File: config.mk
export PLATFORM = sky130hd
export DESIGN_NAME = substring_first_last_search
export DESIGN_NICKNAME = d
export VERILOG_FILES = /design/src/sfls_pkg.sv /design/src/sfls_front.sv /design/src/sfls_queue.sv /design/src/sfls_back.sv /design/src/substring_first_last_search.sv
export SDC_FILE = /design/constraint.sdc
export NUM_CORES = 1
export LEC_CHECK = 0
export BUFFER_PORTS_ARGS = -buffer_cell sky130_fd_sc_hd__buf_4
export CORE_UTILIZATION = 35
export CTS_CLUSTER_DIAMETER = 200
export DETAILED_ROUTE_END_ITERATION = 6
export SYNTH_ARGS = -nofsm -noshare
export SYNTH_HDL_FRONTEND = slang
export SYNTH_SLANG_ARGS = --single-unit
File: constraint.sdc
create_clock -name aclk -period 17.44 [get_ports aclk]
set_input_delay 1.744 -clock aclk [delete_from_list [all_inputs] [get_ports aclk]]
set_output_delay 1.744 -clock aclk [all_outputs]
set_load 0.005 [all_outputs]
File: src/sfls_pkg.sv
`timescale 1ns / 1ps
// Shared types and constants for the streaming substring search block.
// No dependencies; imported by every module under src.
package sfls_pkg;

    localparam int NEEDLE_MAX     = 8;
    localparam int INDEX_BITS     = 16;
    localparam int LEN_BITS       = $clog2(NEEDLE_MAX + 1);
    localparam int NEEDLE_BITS    = 64;
    localparam int NLEN_BITS      = 4;
    localparam int CFG_DATA_BITS  = 64;
    localparam int CFG_INDEX_BITS = 2;
    localparam int QUEUE_DEPTH    = 4;
    localparam int QPTR_BITS      = $clog2(QUEUE_DEPTH);

    typedef enum logic [CFG_INDEX_BITS-1:0] {
        REG_NEEDLE_BYTES  = 2'd0,
        REG_NEEDLE_LENGTH = 2'd1,
        REG_SEARCH_FROM   = 2'd2,
        REG_SEARCH_LAST   = 2'd3
    } cfg_reg_t;

    // What the back end has to do with a queued request
    typedef enum logic [1:0] {
        OP_BYTE     = 2'd0,
        OP_BYTE_END = 2'd1,
        OP_END      = 2'd2
    } op_t;

    typedef struct packed {
        logic [7:0] char_byte;
        logic       end_of_string;
        logic       no_char;
    } in_item_t;

    typedef struct packed {
        logic                  found;
        logic [INDEX_BITS-1:0] match_index;
        logic                  too_long;
    } out_item_t;

    typedef struct packed {
        logic [NEEDLE_BITS-1:0] needle_bytes;
        logic [NLEN_BITS-1:0]   needle_length;
        logic [INDEX_BITS-1:0]  search_from;
        logic                   search_last;
    } cfg_t;

    typedef struct packed {
        op_t        op;
        logic [7:0] char_byte;
    } queue_entry_t;

    typedef logic [NEEDLE_MAX-1:0][7:0] window_t;

endpackage

File: src/sfls_front.sv
`timescale 1ns / 1ps
// Front end: takes input requests, classifies them and drops the empty ones.
// Depends on sfls_pkg.
module sfls_front
    import sfls_pkg::*;
(
    input  logic         s_valid,
    output logic         s_ready,
    input  in_item_t     s_item,
    input  logic         q_full,
    output logic         q_push,
    output queue_entry_t q_entry
);

    logic keep;

    // no byte and no end mark: nothing to do
    assign keep    = s_item.end_of_string | ~s_item.no_char;
    assign s_ready = ~q_full;
    assign q_push  = s_valid & s_ready & keep;

    always_comb begin
        q_entry.char_byte = s_item.char_byte;
        if (s_item.no_char) begin
            q_entry.op = OP_END;
        end else if (s_item.end_of_string) begin
            q_entry.op = OP_BYTE_END;
        end else begin
            q_entry.op = OP_BYTE;
        end
    end

endmodule

File: src/sfls_queue.sv
`timescale 1ns / 1ps
// Small request queue between the front and back ends.
// Depends on sfls_pkg.
module sfls_queue
    import sfls_pkg::*;
(
    input  logic         aclk,
    input  logic         aresetn,
    input  logic         push,
    input  queue_entry_t push_entry,
    input  logic         pop,
    output logic         full,
    output logic         head_valid,
    output queue_entry_t head
);

    queue_entry_t mem_reg [QUEUE_DEPTH];
    logic [QPTR_BITS-1:0] wr_ptr_reg, wr_ptr_next;
    logic [QPTR_BITS-1:0] rd_ptr_reg, rd_ptr_next;
    logic [QPTR_BITS:0]   count_reg, count_next;
    logic                 do_pop;

    assign full       = (count_reg == (QPTR_BITS+1)'(QUEUE_DEPTH));
    assign head_valid = (count_reg != '0);
    assign head       = mem_reg[rd_ptr_reg];
    assign do_pop     = pop & head_valid;

    always_comb begin
        wr_ptr_next = push ? wr_ptr_reg + 1'b1 : wr_ptr_reg;
        rd_ptr_next = do_pop ? rd_ptr_reg + 1'b1 : rd_ptr_reg;
        count_next  = count_reg;
        if (push && !do_pop) begin
            count_next = count_reg + 1'b1;
        end else if (!push && do_pop) begin
            count_next = count_reg - 1'b1;
        end
    end

    always_ff @(posedge aclk) begin
        if (push) begin
            mem_reg[wr_ptr_reg] <= push_entry;
        end
    end

    always_ff @(posedge aclk) begin
        if (!aresetn) begin
            wr_ptr_reg <= '0;
            rd_ptr_reg <= '0;
            count_reg  <= '0;
        end else begin
            wr_ptr_reg <= wr_ptr_next;
            rd_ptr_reg <= rd_ptr_next;
            count_reg  <= count_next;
        end
    end

endmodule

File: src/sfls_back.sv
`timescale 1ns / 1ps
// Back end: byte window, needle compare, hit tracking and the result register.
// Depends on sfls_pkg.
module sfls_back
    import sfls_pkg::*;
(
    input  logic         aclk,
    input  logic         aresetn,
    input  cfg_t         cfg,
    input  logic         q_valid,
    input  queue_entry_t q_head,
    output logic         q_pop,
    output logic         m_valid,
    input  logic         m_ready,
    output out_item_t    m_item
);

    localparam logic [INDEX_BITS-1:0] POS_MAX = '1;

    window_t               window_reg, window_next, win_b;
    logic [INDEX_BITS-1:0] position_reg, position_next, pos_b;
    logic                  hit_seen_reg, hit_seen_next, hit_seen_b;
    logic [INDEX_BITS-1:0] hit_index_reg, hit_index_next, hit_index_b;
    logic                  overflowed_reg, overflowed_next, ovf_b;
    logic                  m_valid_reg, m_valid_next;
    out_item_t             m_item_reg, m_item_next;

    logic                     has_byte, has_end;
    logic [LEN_BITS-1:0]      len;
    logic [INDEX_BITS-1:0]    len_ext, start, from;
    logic                     match, take;
    logic [(1<<LEN_BITS)-1:0] hits;

    // one compare result per needle length; entry 0 is never used
    function automatic logic [(1<<LEN_BITS)-1:0] window_hits(
        input window_t w, input logic [NEEDLE_BITS-1:0] nb);
        logic [(1<<LEN_BITS)-1:0] hits;
        logic [7:0]               nbyte;
        hits = '0;
        for (int l = 1; l <= NEEDLE_MAX; l++) begin
            hits[l] = 1'b1;
            for (int k = 0; k < l; k++) begin
                // window[0] is newest, so the needle starts at window[l-1]
                if ((l - 1 - k) < NEEDLE_BITS / 8) begin
                    nbyte = nb[8*(l-1-k) +: 8];
                end else begin
                    nbyte = 8'd0;
                end
                if (w[k] != nbyte) begin
                    hits[l] = 1'b0;
                end
            end
        end
        return hits;
    endfunction

    assign has_byte = (q_head.op == OP_BYTE) || (q_head.op == OP_BYTE_END);
    assign has_end  = (q_head.op == OP_BYTE_END) || (q_head.op == OP_END);
    assign q_pop    = q_valid & (~has_end | ~m_valid_reg | m_ready);

    assign len     = (cfg.needle_length > NLEN_BITS'(NEEDLE_MAX)) ?
                     LEN_BITS'(NEEDLE_MAX) : LEN_BITS'(cfg.needle_length);
    assign len_ext = INDEX_BITS'(len);
    assign from    = cfg.search_from;

    always_comb begin
        // state as it stands once this byte is taken
        ovf_b = overflowed_reg | (position_reg == POS_MAX);
        pos_b = (position_reg == POS_MAX) ? position_reg : position_reg + 1'b1;
        win_b = window_reg;
        for (int i = NEEDLE_MAX - 1; i > 0; i--) begin
            win_b[i] = window_reg[i-1];
        end
        win_b[0] = q_head.char_byte;

        hits  = window_hits(win_b, cfg.needle_bytes);
        match = (len != '0) && !ovf_b && (pos_b >= len_ext) && hits[len];
        start = pos_b - len_ext;
        if (cfg.search_last) begin
            take = match && (start <= from);
        end else begin
            take = match && !hit_seen_reg && (start >= from);
        end
        hit_seen_b  = hit_seen_reg | take;
        hit_index_b = take ? start : hit_index_reg;

        window_next     = window_reg;
        position_next   = position_reg;
        hit_seen_next   = hit_seen_reg;
        hit_index_next  = hit_index_reg;
        overflowed_next = overflowed_reg;
        m_valid_next    = m_valid_reg & ~m_ready;
        m_item_next     = m_item_reg;

        if (q_pop) begin
            if (has_byte) begin
                window_next     = win_b;
                position_next   = pos_b;
                hit_seen_next   = hit_seen_b;
                hit_index_next  = hit_index_b;
                overflowed_next = ovf_b;
            end
            if (has_end) begin
                m_valid_next         = 1'b1;
                m_item_next.too_long = overflowed_next;
                if (len == '0) begin
                    m_item_next.found = 1'b1;
                    if (cfg.search_last || (position_next <= from)) begin
                        m_item_next.match_index = position_next;
                    end else begin
                        m_item_next.match_index = from;
                    end
                end else begin
                    m_item_next.found       = hit_seen_next;
                    m_item_next.match_index = hit_seen_next ? hit_index_next : '0;
                end
                // stream state back to its start; the window is masked by position
                position_next   = '0;
                hit_seen_next   = 1'b0;
                hit_index_next  = '0;
                overflowed_next = 1'b0;
            end
        end
    end

    always_ff @(posedge aclk) begin
        window_reg <= window_next;
        m_item_reg <= m_item_next;
    end

    always_ff @(posedge aclk) begin
        if (!aresetn) begin
            position_reg   <= '0;
            hit_seen_reg   <= 1'b0;
            hit_index_reg  <= '0;
            overflowed_reg <= 1'b0;
            m_valid_reg    <= 1'b0;
        end else begin
            position_reg   <= position_next;
            hit_seen_reg   <= hit_seen_next;
            hit_index_reg  <= hit_index_next;
            overflowed_reg <= overflowed_next;
            m_valid_reg    <= m_valid_next;
        end
    end

    assign m_valid = m_valid_reg;
    assign m_item  = m_item_reg;

endmodule

File: src/substring_first_last_search.sv
`timescale 1ns / 1ps
// Streaming substring search, first or last occurrence of a needle of up to eight bytes.
// Throughput: one byte request a cycle until the queue fills; the back end pops one a cycle.
// A result is registered when the back end pops the queued request that ends the string.
// A stalled result holds the next end mark; the four-entry queue fills before s_ready drops.
// Reset is synchronous, active low, and clears the registers, the queue and the stream state.
module substring_first_last_search
    import sfls_pkg::*;
(
    input  logic                      aclk,
    input  logic                      aresetn,
    input  logic                      cfg_wr_en,
    input  logic [CFG_INDEX_BITS-1:0] cfg_index,
    input  logic [CFG_DATA_BITS-1:0]  cfg_wdata,
    input  logic                      s_valid,
    output logic                      s_ready,
    input  in_item_t                  s_item,
    output logic                      m_valid,
    input  logic                      m_ready,
    output out_item_t                 m_item
);

    cfg_t         cfg_reg, cfg_next;
    logic         q_full, q_push, q_pop, q_valid;
    queue_entry_t q_entry, q_head;

    always_comb begin
        cfg_next = cfg_reg;
        if (cfg_wr_en) begin
            case (cfg_reg_t'(cfg_index))
                REG_NEEDLE_BYTES:  cfg_next.needle_bytes  = cfg_wdata[NEEDLE_BITS-1:0];
                REG_NEEDLE_LENGTH: cfg_next.needle_length = cfg_wdata[NLEN_BITS-1:0];
                REG_SEARCH_FROM:   cfg_next.search_from   = cfg_wdata[INDEX_BITS-1:0];
                REG_SEARCH_LAST:   cfg_next.search_last   = cfg_wdata[0];
                default:           cfg_next = cfg_reg;
            endcase
        end
    end

    always_ff @(posedge aclk) begin
        if (!aresetn) begin
            cfg_reg <= '0;
        end else begin
            cfg_reg <= cfg_next;
        end
    end

    sfls_front u_front (
        .s_valid (s_valid),
        .s_ready (s_ready),
        .s_item  (s_item),
        .q_full  (q_full),
        .q_push  (q_push),
        .q_entry (q_entry)
    );

    sfls_queue u_queue (
        .aclk       (aclk),
        .aresetn    (aresetn),
        .push       (q_push),
        .push_entry (q_entry),
        .pop        (q_pop),
        .full       (q_full),
        .head_valid (q_valid),
        .head       (q_head)
    );

    sfls_back u_back (
        .aclk    (aclk),
        .aresetn (aresetn),
        .cfg     (cfg_reg),
        .q_valid (q_valid),
        .q_head  (q_head),
        .q_pop   (q_pop),
        .m_valid (m_valid),
        .m_ready (m_ready),
        .m_item  (m_item)
    );

endmodule

==> impl_metrics.ini, run 1 <==
[routing]
via_per_inst = 5.448
via_count = 11440
wire_per_inst_microns = 23.10
ant_nets = 0
drcViolationCount = 9
drt_pass1_iterations = 7
drt-initial-drc-count = 1228
drt-total-wl_microns = 48510

[clock_network]
cts_tree = done
root_buffer = clkbuf_16
cts_resized = 0
cts_buffers = 28
cts_hold_buf = 0
cts_setup_buffers = 0
cts_sinks = 243
clkTransAtPathRegs_ps = 70
insertion_delay_ps = 560
h-tree-depth = 1
clk_path_buf_depth = 3

[floorplan]
ios = 101
dieArea_sq_mm = 0.04305
initial_core_util_pct = 35.87
coreArea_sq_mm = 0.04120
fp.dieW_microns = 207.5
die_h_microns = 207.5
placementRows = 74

[yosys]
synthesis.nets = 1664
muxShareOfSynthArea_pct = 3.852
synth_cell_types = 76
synth_edf_count = 114
netlist_instances = 1537
yosys.area_share.simple_pct = 15.29
synth_xor_area_share_pct = 18.12
ys_top_cells_by_area = edfxtp_1, dfxtp_1, xor2_1
synth-adder-area-share_pct = 3.996
synth_compound_area_share_pct = 12.18
synth_top_area_share_pct = 23.16
synth_area_leader_cell = edfxtp_1
synth_top_family_by_area = XOR/XNOR gates
synth_flop_cell = dfxtp_1
synth_seq_cells = 243
ys_async_sr_fraction_pct = 0
syn_area_per_cell_sq_um = 9.616
seq_area_frac_synth_pct = 40.64
syn_area_sq_mm = 0.01478
yosys_warnings = 0

[layout]
drive_above_1_share_pct = 12.31
diodes = 0
largest_reg_flops = 85
nNetsFinal = 1673
fin_area_sq_mm = 0.01664
area_delta_synth_final_pct = 12.61
fillers = 4042

[min_path]
hp-class = reg2reg
hold_path_depth = 2
min_from = u_back.hit_index_reg[14]
whs_endpoint = u_back.hit_index_reg[14]

[outcome]
failed_checks = design-rule violations
outcome = finished with violations

[placement]
place_ws_ps = 9974
dp_hpwl_microns = 35170
port_buffers = 100
placed_area_sq_mm = 0.01571
gp_congestion = 0.9721

[critical_path]
crit_family = compound AO/OA/AOI/OAI gates
crit_required_ps = 17890
worstPathCellList = ha_1, inv_1, nor4_1, nand2_1, xnor2_1, ha_1, inv_1, fa_1, a21o_1, a21oi_1, o21ai_0, nor3_1, nand3_1, xor2_1, ha_1, nand4_1, nor2_1, o21ai_0, a31o_2, o311ai_0, xnor2_1, o211ai_2, a221oi_4, a2bb2o_1
worstPathArrival_ps = 8030
cp_slowest_stage_delay_ps = 810
r2r_setup_slack_ps = 9860
critPathKind = reg2reg
worst-path-stages = 24
r2r-end = u_back.hit_index_reg[5]
cp-start-kind = flop
cp-end-kind = flop
rr_worst_depth = 24
cpMostUsedCell = ha_1
reg2reg_from = u_back.position_reg[0]
critPathBufInv = 2
critPathMaxFanout = 16
slowest_stage = nor4_1

[global_routing]
antenna_found_initial = 0
gr-total-overflow = 0
grt_pass1_wl_microns = 72190
grt_max_degree = 113
grt_usage_pct = 22.19
grt_pass1_vias = 11120

[timing]
period_share_pct = 43.44
slew_headroom_pct = 32.25
worst_pin_slew_ps = 1016
slew_viol_final = 0
grt_setup_unrepaired = false
fin_skew_ps = 12.19
period_needed_ps = 7577
holdWs_ps = 444.2
fmax_mhz = 132.0
setup-tns-final_ps = 0
hold_viol_final = 0
worst_slack_ps = 9863
final-setup-viol-count = 0

[power_and_ir_drop]
ir_worst_vdd_mv = 0.08230
internal-power_mw = 1.452
power_density_mw_per_mm2 = 143.8
clkPwrFrac_pct = 24.9
sw_frac_of_total_pct = 39.33
leakage_nw = 6.149
power.switching_uw = 941.2
p_comb_share_pct = 34.5
seqPwrFrac_pct = 40.6

[flow_run]
maxCapViolCount = 0
## layer usage
layer | track usage, % | routed length, microns | share of wire, %
met4 | 5.275 | 1014 | 2.1
met1 | 33.13 | 23540 | 49
met2 | 33.12 | 20420 | 42
met5 | 0 | 0 | 0
met3 | 3.555 | 3532 | 7.3
## layout by cell type (no fill, tap or decap), types with 31 or more instances in the layout
master and count:
nor2_1 45, nor4_1 50, a21boi_0 83, nand2_1 198
mux2i_1 31, xnor2_1 143, nand4_1 50, nor2b_1 33
edfxtp_1 114, inv_1 77, clkbuf_16 31, buf_4 112
xor2_1 159, dfxtp_1 129, ha_1 44
## power by group through the flow
stage	logic (mW)	clock network (mW)	registers, mW
4_1_cts	0.823	0.610	0.962
2_1_floorplan	0.674	0	0.816
3_3_place_gp	0.812	0	0.973
3_5_place_dp	0.819	0	0.972
6_report	0.826	0.597	0.971
5_1_grt	0.899	0.625	0.977
## worst reg2reg max path, delay by kind of cell (launching register included)
kind	cells	cell delay, ps
adder cells (fa/ha/maj)	4	1420
flip-flops	1	560
AND/OR/NAND/NOR	6	1920
AO/OA/AOI/OAI	9	2500
XOR/XNOR	3	880
buffers and inverters	2	190
## cells by family after synthesis
kind of cell | Yosys count
AND/OR/NAND/NOR | 457
XOR/XNOR | 304
flip-flops | 243
AO/OA/AOI/OAI | 233
buffers and inverters | 210
adder cells (fa/ha/maj) | 46
multiplexers | 44
## cell type report
cell class	count	area, sq um	area share (%)
clock buffer	37	809.5	4.864
clock inverter	15	121.4	0.7293
inverter	77	289.0	1.737
multi-input combinational	1084	7910	47.53
sequential	243	6006	36.09
tap	532	665.6	4.000
timing repair buffer	112	840.8	5.052
## per-stage QoR
stage | util, % | power, mW | instances
finish | 40.39 | 2.393 | 2100
global route | 40.39 | 2.502 | 2100
CTS | 40.39 | 2.394 | 2100
detailed placement | 38.13 | 1.791 | 2048
global placement | 38.13 | 1.785 | 2048
floorplan | - | 1.490 | 1537
## cell usage after synthesis (17+ instances only)
| cell type | count |
|---|---|
| inv_1 | 77 |
| dfxtp_1 | 129 |
| nand2_1 | 198 |
| nor4_1 | 50 |
| a21boi_0 | 83 |
| nand3_1 | 19 |
| clkbuf_1 | 100 |
| nor2_1 | 46 |
| a221o_1 | 18 |
| nand4_1 | 50 |
| nor2b_1 | 33 |
| xor2_1 | 159 |
| a22oi_1 | 19 |
| xnor2_1 | 143 |
| mux2i_1 | 31 |
| ha_1 | 44 |
| o21ai_0 | 17 |
| a21oi_1 | 17 |
| edfxtp_1 | 114 |
## worst max path at each step
stage	start	to	slack [ps]
6_report	u_back.position_reg[0]	u_back.hit_index_reg[5]	9860
5_1_grt	u_back.position_reg[0]	u_back.hit_index_reg[5]	9290
4_1_cts	u_back.position_reg[0]	u_back.hit_index_reg[5]	9930
3_5_place_dp	u_back.position_reg[0]	u_back.hit_index_reg[5]	9970
3_3_place_gp	u_back.position_reg[0]	u_back.hit_index_reg[5]	10100
2_1_floorplan	u_back.position_reg[0]	u_back.m_item[10]	11280
(Power assumes the default switching activity.)
==> run 2, diff against run 1 <==
==> constraint.sdc (replaced) <==
create_clock -name aclk -period 6.7 [get_ports aclk]
set_input_delay 0.67 -clock aclk [delete_from_list [all_inputs] [get_ports aclk]]
set_output_delay 0.67 -clock aclk [all_outputs]
set_load 0.005 [all_outputs]
==> run 2 against run 1 <==
  * The flow now finishes without violations
  * Global-route usage increased by 0.13 points
  * Clock power increased to 2.7 times the previous value
  * Setup slack got worse by 9300 ps
  * Via count increased by 0.85%
  * Combinational power increased to 2.7 times the previous value
  * Final cell count increased by 0.86%
  * Flip-flop and latch count unchanged
  * Total power increased to 2.7 times the previous value
  * Maximum frequency increased by 23%
  * Core utilization increased by 0.55 points
  * Highest routed layer unchanged
  * Routed wire length about the same
  * Final area increased by 1.4%
==> impl_metrics.ini, run 2 (same netlist as run 1, synthesis figures left out) <==
[placement]
port_buffers = 100
dp.cells = 2064
gp_congestion = 0.9963
dp_hpwl_microns = 35580
place_ws_ps = 120.7

[floorplan]
dieArea_sq_mm = 0.04305
ios = 101
die_h_microns = 207.5
coreArea_sq_mm = 0.04120
fp.dieW_microns = 207.5
placementRows = 74
initial_core_util_pct = 35.87

[critical_path]
slowest_stage = or3_1
rr_worst_depth = 24
worstPathArrival_ps = 6490
crit_required_ps = 7020
cpMostUsedCell = nand2_1
cp-start-kind = flop
worstPathCellList = nand4_1, nor4_4, nand2_1, nand2_1, nand2_1, ha_1, nor2b_1, o21a_1, o21ai_1, nand2_1, or3_1, o311ai_0, o221ai_2, ha_1, nand4_1, nor2_1, o21ai_0, a31o_2, o311ai_0, xnor2_1, o211ai_2, nor2_2, buf_4, a221o_1
critPathKind = reg2reg
critPathMaxFanout = 14
cp_slowest_stage_delay_ps = 500
cp-end-kind = flop

[timing]
worst_pin_slew_ps = 1139
fmax_mhz = 162.0
hold_viol_final = 0
worst_slack_ps = 525.3
period_share_pct = 92.16
period_needed_ps = 6175
slew_viol_final = 0
slew_headroom_pct = 23.88
final-setup-viol-count = 0
fin_skew_ps = 12.39
setup-tns-final_ps = 0
grt_setup_unrepaired = false

[clock_network]
clkTransAtPathRegs_ps = 60
cts_buffers = 28
cts_tree = done
insertion_delay_ps = 570
cts_sinks = 243
root_buffer = clkbuf_16
clk_path_buf_depth = 3
h-tree-depth = 1

[layout]
diodes = 0
mostFrequentLayoutCell = nand2_1
fin_cells = 2118
area_delta_synth_final_pct = 14.15
final_util_pct = 40.94
nNetsFinal = 1691
drive_above_1_share_pct = 13.75
fillers = 4099
layout_common_cells = nand2_1, xor2_1, xnor2_1, buf_4, dfxtp_1
largest_reg_flops = 85

[routing]
ant_nets = 0
drt-total-wl_microns = 48460
drt-initial-drc-count = 1064
drcViolationCount = 0
via_count = 11540
via_per_inst = 5.448
wire_per_inst_microns = 22.88
drt_pass1_iterations = 5

[flow_run]
maxCapViolCount = 0

[power_and_ir_drop]
power_mw = 6.358
power_density_mw_per_mm2 = 376.9
ir_worst_vdd_mv = 0.1921
leakage_nw = 6.299

[global_routing]
grt_usage_pct = 22.31
antenna_found_initial = 0
grt_pass1_vias = 11180
gr-total-overflow = 0
grt_pass1_wl_microns = 72560
grt_max_degree = 114

[min_path]
hp-class = in2reg
hold_path_depth = 1

[outcome]
outcome = finished clean
run 2: area by class of cell:
| type | instances | area [sq um] | area share, % |
|---|---|---|---|
| Clock buffer | 37 | 859.6 | 5.095 |
| Tap cell | 532 | 665.6 | 3.946 |
| Sequential cell | 243 | 6008 | 35.62 |
| Inverter | 77 | 289.0 | 1.713 |
| Clock inverter | 15 | 140.1 | 0.8307 |
| Timing Repair Buffer | 130 | 975.9 | 5.785 |
| Multi-Input combinational cell | 1084 | 7931 | 47.01 |
run 2: final timing paths:
| kind | startpoint | end | slack, ps |
|---|---|---|---|
| setup reg to reg | u_back.position_reg[2] | u_back.m_item[4] | 530 |
| hold reg to reg | u_back.hit_index_reg[10] | u_back.hit_index_reg[10] | 450 |
| setup / recovery | u_back.position_reg[2] | u_back.m_item[4] | 530 |
| hold / removal | s_item[7] | u_queue.mem_reg[1][5] | 300 |
run 2: layer usage:
layer	vias to the layer above	share of wire [%]	track usage [%]	wire (microns)
li1	5376	-	-	-
met1	5657	49	33.66	23650
met2	433	42	32.71	20360
met3	72	7.0	3.359	3374
met4	0	2.2	6.099	1086
met5	-	0	0	0
run 2: where the power goes:
part           internal [mW]  switching, mW  total, mW
logic                  0.966           1.30       2.26
registers               1.95          0.505       2.46
clock network          0.981          0.656       1.64
total                   3.90           2.46       6.36
run 2: repair_timing:
item	4_1_cts	5_1_grt
gates resized for setup	0	6
hold buffers	0	0
hold endpoints to repair	0	0
buffers inserted	0	2
endpoints found under the setup margin	0	34
run 2: worst max-delay path, delay by kind of cell, from the launching register on:
kind	cells	cell delay, ps
flops	1	490
fa+ha+maj	2	690
simple gates	11	2190
xor+xnor	1	160
buf+inv	1	210
compound gates	9	2180
run 2: metrics by stage:
stage	hold WS, ps	instance area (sq um)
after floorplan	423.0	14780
after global placement	430.8	15830
after detailed placement	441.1	15830
after CTS	281.6	16830
after global routing	292.1	16870
final	301.5	16870
